**config.mk**
```make
export PLATFORM = sky130hd
export DESIGN_NAME = button_click_classifier
export DESIGN_NICKNAME = d
export VERILOG_FILES = /design/src/bcc_pkg.sv /design/src/button_click_classifier.sv /design/src/bcc_core.sv
export VERILOG_INCLUDE_DIRS = /design/src /design/src/src
export SDC_FILE = /design/constraint.sdc
export NUM_CORES = 1
export LEC_CHECK = 0
export BUFFER_PORTS_ARGS = -buffer_cell sky130_fd_sc_hd__buf_2
export CELL_PAD_IN_SITES_DETAIL_PLACEMENT = 1
export CELL_PAD_IN_SITES_GLOBAL_PLACEMENT = 1
export CORE_ASPECT_RATIO = 1.1
export CORE_UTILIZATION = 35
export CTS_BUF_LIST = sky130_fd_sc_hd__clkbuf_16
export CTS_CLUSTER_SIZE = 30
export DETAILED_ROUTE_END_ITERATION = 8
export HOLD_SLACK_MARGIN = 0.1
export PLACE_DENSITY_LB_ADDON = 0.25
export SYNTH_ARGS = -nofsm -noshare
export SYNTH_HDL_FRONTEND = slang
export SYNTH_SLANG_ARGS = --single-unit
```
**constraint.sdc**
```tcl
create_clock -name clk_i -period 3.8 [get_ports clk_i]
set_input_delay 0.38 -clock clk_i [delete_from_list [all_inputs] [get_ports clk_i]]
set_output_delay 0.38 -clock clk_i [all_outputs]
set_load 0.05 [all_outputs]
```
**src/assert_macros.svh**
```systemverilog
// Assertion macros used by the click classifier core, bcc_core.
// Every macro samples on clk_i and is disabled while rst_ni is low.
`ifndef ASSERT_MACROS_SVH
`define ASSERT_MACROS_SVH

// Check that a condition holds at every clock edge out of reset.
`define ASSERT_ALWAYS(label, cond, msg) \
  label: assert property (@(posedge clk_i) disable iff (!rst_ni) (cond)) else $error(msg);

// Check that a condition holds in the cycle after a trigger.
`define ASSERT_NEXT(label, trig, cond, msg) \
  label: assert property (@(posedge clk_i) disable iff (!rst_ni) (trig) |=> (cond)) \
    else $error(msg);

`endif

```
**src/bcc_pkg.sv**
```systemverilog
// Shared types, constants and helpers for the button click classifier.
// No dependencies; used by bcc_core and button_click_classifier.
package bcc_pkg;

  localparam int unsigned CountWidth = 16;
  localparam int unsigned WinWidth   = 16;
  localparam int unsigned CmpWidth   = (CountWidth > WinWidth) ? CountWidth : WinWidth;

  localparam logic [WinWidth-1:0] WindowReset = WinWidth'(50);
  localparam logic [1:0]          TallyMax    = 2'd3;
  localparam logic [1:0]          TallyOne    = 2'd1;
  localparam logic [1:0]          TallyTwo    = 2'd2;

  typedef enum logic [1:0] {
    EV_NONE   = 2'd0,
    EV_SINGLE = 2'd1,
    EV_DOUBLE = 2'd2
  } click_event_e;

  typedef struct packed {
    logic                  press_seen;
    logic                  edge_taken;
    logic [1:0]            press_tally;
    logic [CountWidth-1:0] wait_ticks;
    logic [CountWidth-1:0] hold_ticks;
  } click_state_t;

  function automatic logic [CountWidth-1:0] sat_inc(input logic [CountWidth-1:0] v);
    sat_inc = (&v) ? v : v + CountWidth'(1);
  endfunction

endpackage

```
**src/button_click_classifier.sv**
```systemverilog
// Top level of the button click classifier: input register, result register, window.
// Depends on bcc_pkg and bcc_core.
//
// Each accepted transaction carries one sampled button level (0 pressed) and yields
// exactly one result transaction: 0 no event, 1 single click, 2 double click. An item
// passes an input register and the classification logic into a result register. One
// item per cycle is sustained while the result side keeps taking, and a waiting result
// stalls the input side only once the input register is also full. The window register
// resets to 50 ticks and may be written whenever no item is in flight; the write
// channel is always ready.

module button_click_classifier (
  input  logic       clk_i,
  input  logic       rst_ni,
  input  logic       s_axis_tvalid_i,
  output logic       s_axis_tready_o,
  input  logic [7:0] s_axis_tdata_i,   // [0] key_level, [7:1] zero
  output logic       m_axis_tvalid_o,
  input  logic       m_axis_tready_i,
  output logic [7:0] m_axis_tdata_o,   // [1:0] click_event, [7:2] zero
  input  logic       cfg_valid_i,
  output logic       cfg_ready_o,
  input  logic [15:0] cfg_data_i
);

  logic                         in_valid_q, in_valid_d;
  logic                         in_key_q;
  logic                         out_valid_q, out_valid_d;
  bcc_pkg::click_event_e        out_event_q;
  logic [bcc_pkg::WinWidth-1:0] window_q;

  logic                  stall;
  logic                  advance;
  logic                  s_take;
  bcc_pkg::click_event_e core_event;

  assign stall   = out_valid_q & ~m_axis_tready_i;
  assign advance = in_valid_q & ~stall;
  assign s_axis_tready_o = ~(in_valid_q & stall);
  assign s_take  = s_axis_tvalid_i & s_axis_tready_o;

  always_comb begin
    in_valid_d  = in_valid_q;
    out_valid_d = out_valid_q;
    if (advance) begin
      in_valid_d = 1'b0;
    end
    if (s_take) begin
      in_valid_d = 1'b1;
    end
    if (!stall) begin
      out_valid_d = in_valid_q;
    end
  end

  always_ff @(posedge clk_i or negedge rst_ni) begin
    if (!rst_ni) begin
      in_valid_q  <= 1'b0;
      out_valid_q <= 1'b0;
      window_q    <= bcc_pkg::WindowReset;
    end else begin
      in_valid_q  <= in_valid_d;
      out_valid_q <= out_valid_d;
      if (cfg_valid_i) begin
        window_q <= cfg_data_i;
      end
    end
  end

  // Payload registers: in_key_q loads on s_take, out_event_q on advance.
  always_ff @(posedge clk_i) begin
    if (s_take) begin
      in_key_q <= s_axis_tdata_i[0];
    end
    if (advance) begin
      out_event_q <= core_event;
    end
  end

  bcc_core u_core (
    .clk_i      (clk_i),
    .rst_ni     (rst_ni),
    .en_i       (advance),
    .key_level_i(in_key_q),
    .window_i   (window_q),
    .event_o    (core_event)
  );

  assign cfg_ready_o     = 1'b1;
  assign m_axis_tvalid_o = out_valid_q;
  assign m_axis_tdata_o  = {6'b0, out_event_q};

endmodule

```
**src/bcc_core.sv**
```systemverilog
// Per-tick click classification: state registers plus the next-state logic.
// Depends on bcc_pkg and assert_macros.svh.
`include "assert_macros.svh"

module bcc_core (
  input  logic                         clk_i,
  input  logic                         rst_ni,
  input  logic                         en_i,
  input  logic                         key_level_i,
  input  logic [bcc_pkg::WinWidth-1:0] window_i,
  output bcc_pkg::click_event_e        event_o
);

  bcc_pkg::click_state_t st_q, st_d;

  logic                           released;
  logic                           ps_set;
  logic                           done;
  logic [bcc_pkg::CountWidth-1:0] hold_n;
  logic [bcc_pkg::CountWidth-1:0] wait_inc;
  logic [bcc_pkg::CmpWidth-1:0]   win_x;
  logic [bcc_pkg::CmpWidth-1:0]   wait_x;
  logic [bcc_pkg::CmpWidth-1:0]   hold_x;
  bcc_pkg::click_event_e          ev;

  always_comb begin
    released = key_level_i;
    hold_n   = released ? '0 : bcc_pkg::sat_inc(st_q.hold_ticks);
    ps_set   = st_q.press_seen | ~released;
    wait_inc = bcc_pkg::sat_inc(st_q.wait_ticks);
    win_x    = bcc_pkg::CmpWidth'(window_i);
    wait_x   = bcc_pkg::CmpWidth'(wait_inc);
    hold_x   = bcc_pkg::CmpWidth'(hold_n);

    st_d            = st_q;
    st_d.hold_ticks = hold_n;
    st_d.press_seen = ps_set;
    ev              = bcc_pkg::EV_NONE;
    done            = 1'b0;

    // Tally a fresh press edge; the second one is a double click.
    if (!st_q.edge_taken) begin
      if (ps_set) begin
        if (st_d.press_tally != bcc_pkg::TallyMax) begin
          st_d.press_tally = st_d.press_tally + 2'd1;
        end
        st_d.edge_taken = 1'b1;
      end
      if (st_d.press_tally == bcc_pkg::TallyTwo) begin
        st_d.press_tally = '0;
        st_d.wait_ticks  = '0;
        ev               = bcc_pkg::EV_DOUBLE;
        done             = 1'b1;
      end
    end

    if (!done) begin
      if (released) begin
        st_d.press_seen = 1'b0;
        st_d.edge_taken = 1'b0;
      end
      if (st_d.press_tally == bcc_pkg::TallyOne) begin
        if (wait_x > win_x && hold_x < win_x) begin
          st_d.press_tally = '0;
          st_d.wait_ticks  = '0;
          ev               = bcc_pkg::EV_SINGLE;
        end else if (hold_x > win_x) begin
          // Long hold: drop the pending click silently.
          st_d.press_tally = '0;
          st_d.wait_ticks  = '0;
        end else begin
          st_d.wait_ticks = wait_inc;
        end
      end
    end
  end

  assign event_o = ev;

  always_ff @(posedge clk_i or negedge rst_ni) begin
    if (!rst_ni) begin
      st_q <= '0;
    end else if (en_i) begin
      st_q <= st_d;
    end
  end

  `ASSERT_ALWAYS(a_tally_low, st_q.press_tally == 2'd0 || st_q.press_tally == bcc_pkg::TallyOne, "press tally left its reachable range")
  `ASSERT_ALWAYS(a_wait_needs_tally, st_q.wait_ticks == '0 || st_q.press_tally == bcc_pkg::TallyOne, "wait counter running with no pending press")
  `ASSERT_ALWAYS(a_hold_needs_press, st_q.hold_ticks == '0 || st_q.press_seen, "hold counter running without a noted press")
  `ASSERT_NEXT(a_double_clears, en_i && ev == bcc_pkg::EV_DOUBLE, st_q.press_tally == '0 && st_q.wait_ticks == '0, "double click did not clear the sequence")

endmodule

```
==> results.md <==
* Crit path DAT at 3.90 ns
* WHS at 0.220 ns
* Setup TNS at 0 ns
* I/O Pins at 40
* Non-Filler Instances at 673
* Area of the die at 11,600 um^2
* Pwr Total at 2.00 mW
* Final worst path period share at 0.969
* N_diodes at 0
* Routed WL at 11.6 mm
* Initial antenna violation count at 0
* Psw at 645 uW
* RePlAce Congestion at 0.815
* # H-tree levels at 3
* DR WL/cell at 17.2 um
* Asr flop ratio synth at 0.947
* Crit path max-delay family: simple AND/OR/NAND/NOR gates
* Buf/Inv on CP at 1
* VDD IR-drop max at 0.223 mV
* Switch share at 0.322
* Maximum clock rate at 0.271 GHz
* Final Slew Violations at 0
* 1st-pass router iterations at 4
* Nets at 585
* Most common cell after layout, fill and taps aside: buf_4
* Gate Count Post-Synth at 441
* Clk pin slew, worst setup/hold paths at 0.05 ns
* # rows at 40
* Clk buf depth at 2
* # clock sinks at 57
* Kind of critical path: flip-flop to flip-flop
* Util after Layout at 0.463
* Final setup viols at 0
* Critical-path cell list: and4_4 > nand4_1 > or3_4 > and3_4 > nand3_2 > xor2_2 > nor2_1 > ha_1 > nand4_1 > nor2_1 > a221oi_2 > o211a_1 > mux2i_4 > nor2_4 > buf_12 > a221o_1
* Cell Area, Synth at 3920 um^2
* Placed Cells at 646
* Detailed-placement wirelength estimate at 8.48 mm
* Max FO, Critical Path at 16
* Global-route wire length before repair at 19.2 mm
* Filler cells at 1,303
* Leakage at 2.33 nW
* Most frequent cells in the layout: 64 x buf_4, 50 x nand2_1, 50 x dfrtp_1
* Setup crit start kind: flip-flop
* Status: finished, final reports clean
* Slowest-stage cell, CP: or3_4
* Worst EP required at 4.01 ns
* Port Buffer Count at 25
* Hold WC Path Type: input pin to flip-flop
* Combinational fraction of design power at 0.252
* Vias in the first global route at 3,852
* Final setup margin at 0.116 ns
* RSZ-0062 raised after global routing: yes
* Internal at 1.36 mW
* PwrDens at 396 nW/um^2
* Drc violations at 0
* Worst-margin pin slew at 0.677 ns
* Routed Antenna Nets at 0
* Clk_lat worst skew at 0.34 ns
* Pre-CTS setup slack at -0.102 ns
* Starting Density at 0.359
* Vias/cell at 5.31
* #FFs+latches synth at 57
* Critical Path End Type: flip-flop
* Ys flop type: dfrtp_1
* Sequential area share after synthesis at 0.369
* Clock skew at 0.00626 ns
* Die extent in x at 103 um
* DR iter-0 viols at 115
* Root Buffer: clkbuf_16
* Clock tree from TritonCTS: done
* Layout cells sized above 1 at 0.283
* Max-cap violations at 0
* Tot GR Track Use at 0.218
* CTS Buf Count at 9
* Die height at 113 um
* Reg power frac at 0.362
* Area grow syn2layout at 29.0%
* Area of the core at 10,900 um^2
* Cell Area, Placed at 4500 um^2
* Final min period at 3.68 ns
* Grt ovf at 0
* Largest net degree at the start of global routing at 32
* Worst slew margin at 0.549
* Number of synthesized flops with an enable pin at 3
* Crit path largest cell delay at 0.42 ns
* Post-synthesis cell type count at 54
* Synth Area per Inst at 8.88 um^2
* Clock share of power at 0.386
* Final Hold Viols at 0
* Finished layout cell area at 5050 um^2
* Synth warnings at 0
* Via Count at 3,571
## cells in the mapped netlist, drive strengths merged (2+ instances only)
cell type,number,area [um^2]
a21o,2,15.0
a21oi,21,105
a221o,6,60.1
a22o,12,105
a31oi,5,31.3
and2,5,33.8
and3,5,32.5
and4,3,26.3
and4b,2,20.0
buf,14,103
clkbuf,13,48.8
conb,2,7.51
dfrtp,51,1280
dfstp,3,78.8
edfxtp,3,90.1
ha,34,425
inv,20,75.1
mux2,5,56.3
mux2i,5,62.6
nand2,52,200
nand2b,7,43.8
nand3,19,100
nand3b,3,22.5
nand4,14,87.6
nor2,36,143
nor2b,5,31.3
nor3,8,45.0
nor3b,2,15.0
nor4,4,25.0
o21ai,34,170
o31ai,13,97.6
or3,2,12.5
xnor2,12,105
xor2,9,78.8
## power by group through the flow
stage / combinational (mW) / clock, mW / sequential [mW]
finish: 0.504 / 0.773 / 0.724
global route: 0.557 / 0.808 / 0.732
CTS: 0.489 / 0.783 / 0.723
detailed placement: 0.463 / 0 / 0.730
global placement: 0.435 / 0 / 0.724
floorplan: 0.287 / 0 / 0.734
## logic make-up (layout without fill, tap and decap cells)
group	count (synthesis)	after routing	share of synthesized area
mux	10	10	0.0304
fa+ha+maj	34	34	0.109
buf+inv	47	127	0.0578
simple gates	169	169	0.218
xor+xnor	21	21	0.0470
flops	57	57	0.369
other cells	2	7	0.00192
compound gates	101	101	0.167
## timing repair
| action | CTS | global route |
|---|---|---|
| endpoints found under the setup margin | 17 | 18 |
| endpoints found under the hold margin | 3 | 0 |
| pin swaps | 7 | 30 |
| gates resized for setup | 12 | 27 |
| buffers inserted | 4 | 8 |
| hold buffers | 1 | 0 |
## cell type report
type / count / area [um^2] / area share
multi-input combinational: 342 / 2420 / 0.480
sequential: 57 / 1450 / 0.286
timing repair buffer: 92 / 647 / 0.128
clock buffer: 9 / 225 / 0.0446
tap: 147 / 184 / 0.0364
inverter: 20 / 75.1 / 0.0149
clock inverter: 6 / 50.0 / 0.00991
## path summary, 6_finish.rpt
| kind | start | end | slack, ns | cells past startpoint |
|---|---|---|---|---|
| min reg2reg | in_valid_q | m_axis_tvalid_o | 0.51 | 1 |
| min in group asynchronous | rst_ni | u_core.st_q[7] | 0.62 | 2 |
| max | u_core.st_q[4] | u_core.st_q[23] | 0.12 | 16 |
| max in group asynchronous | rst_ni | window_q[4] | 2.29 | 3 |
| min | s_axis_tdata_i[0] | in_key_q | 0.22 | 1 |
| max reg2reg | u_core.st_q[4] | u_core.st_q[23] | 0.12 | 16 |
## routing by layer
| metal | part of all wire | up-vias | global-route usage |
|---|---|---|---|
| li1 | - | 1726 | - |
| met3 | 0.017 | 16 | 0.0383 |
| met4 | 0.019 | 0 | 0.0667 |
| met2 | 0.53 | 37 | 0.389 |
| met5 | 0 | - | 0 |
| met1 | 0.44 | 1792 | 0.263 |
## flip-flops by register name, indices dropped and copies added, names as in the netlist
register / cells
u_core.st_q: 36
window_q: 16
out_event_q: 2
in_key_q: 1
in_valid_q: 1
m_axis_tvalid_o: 1
Power figures use the tool's default switching activity.
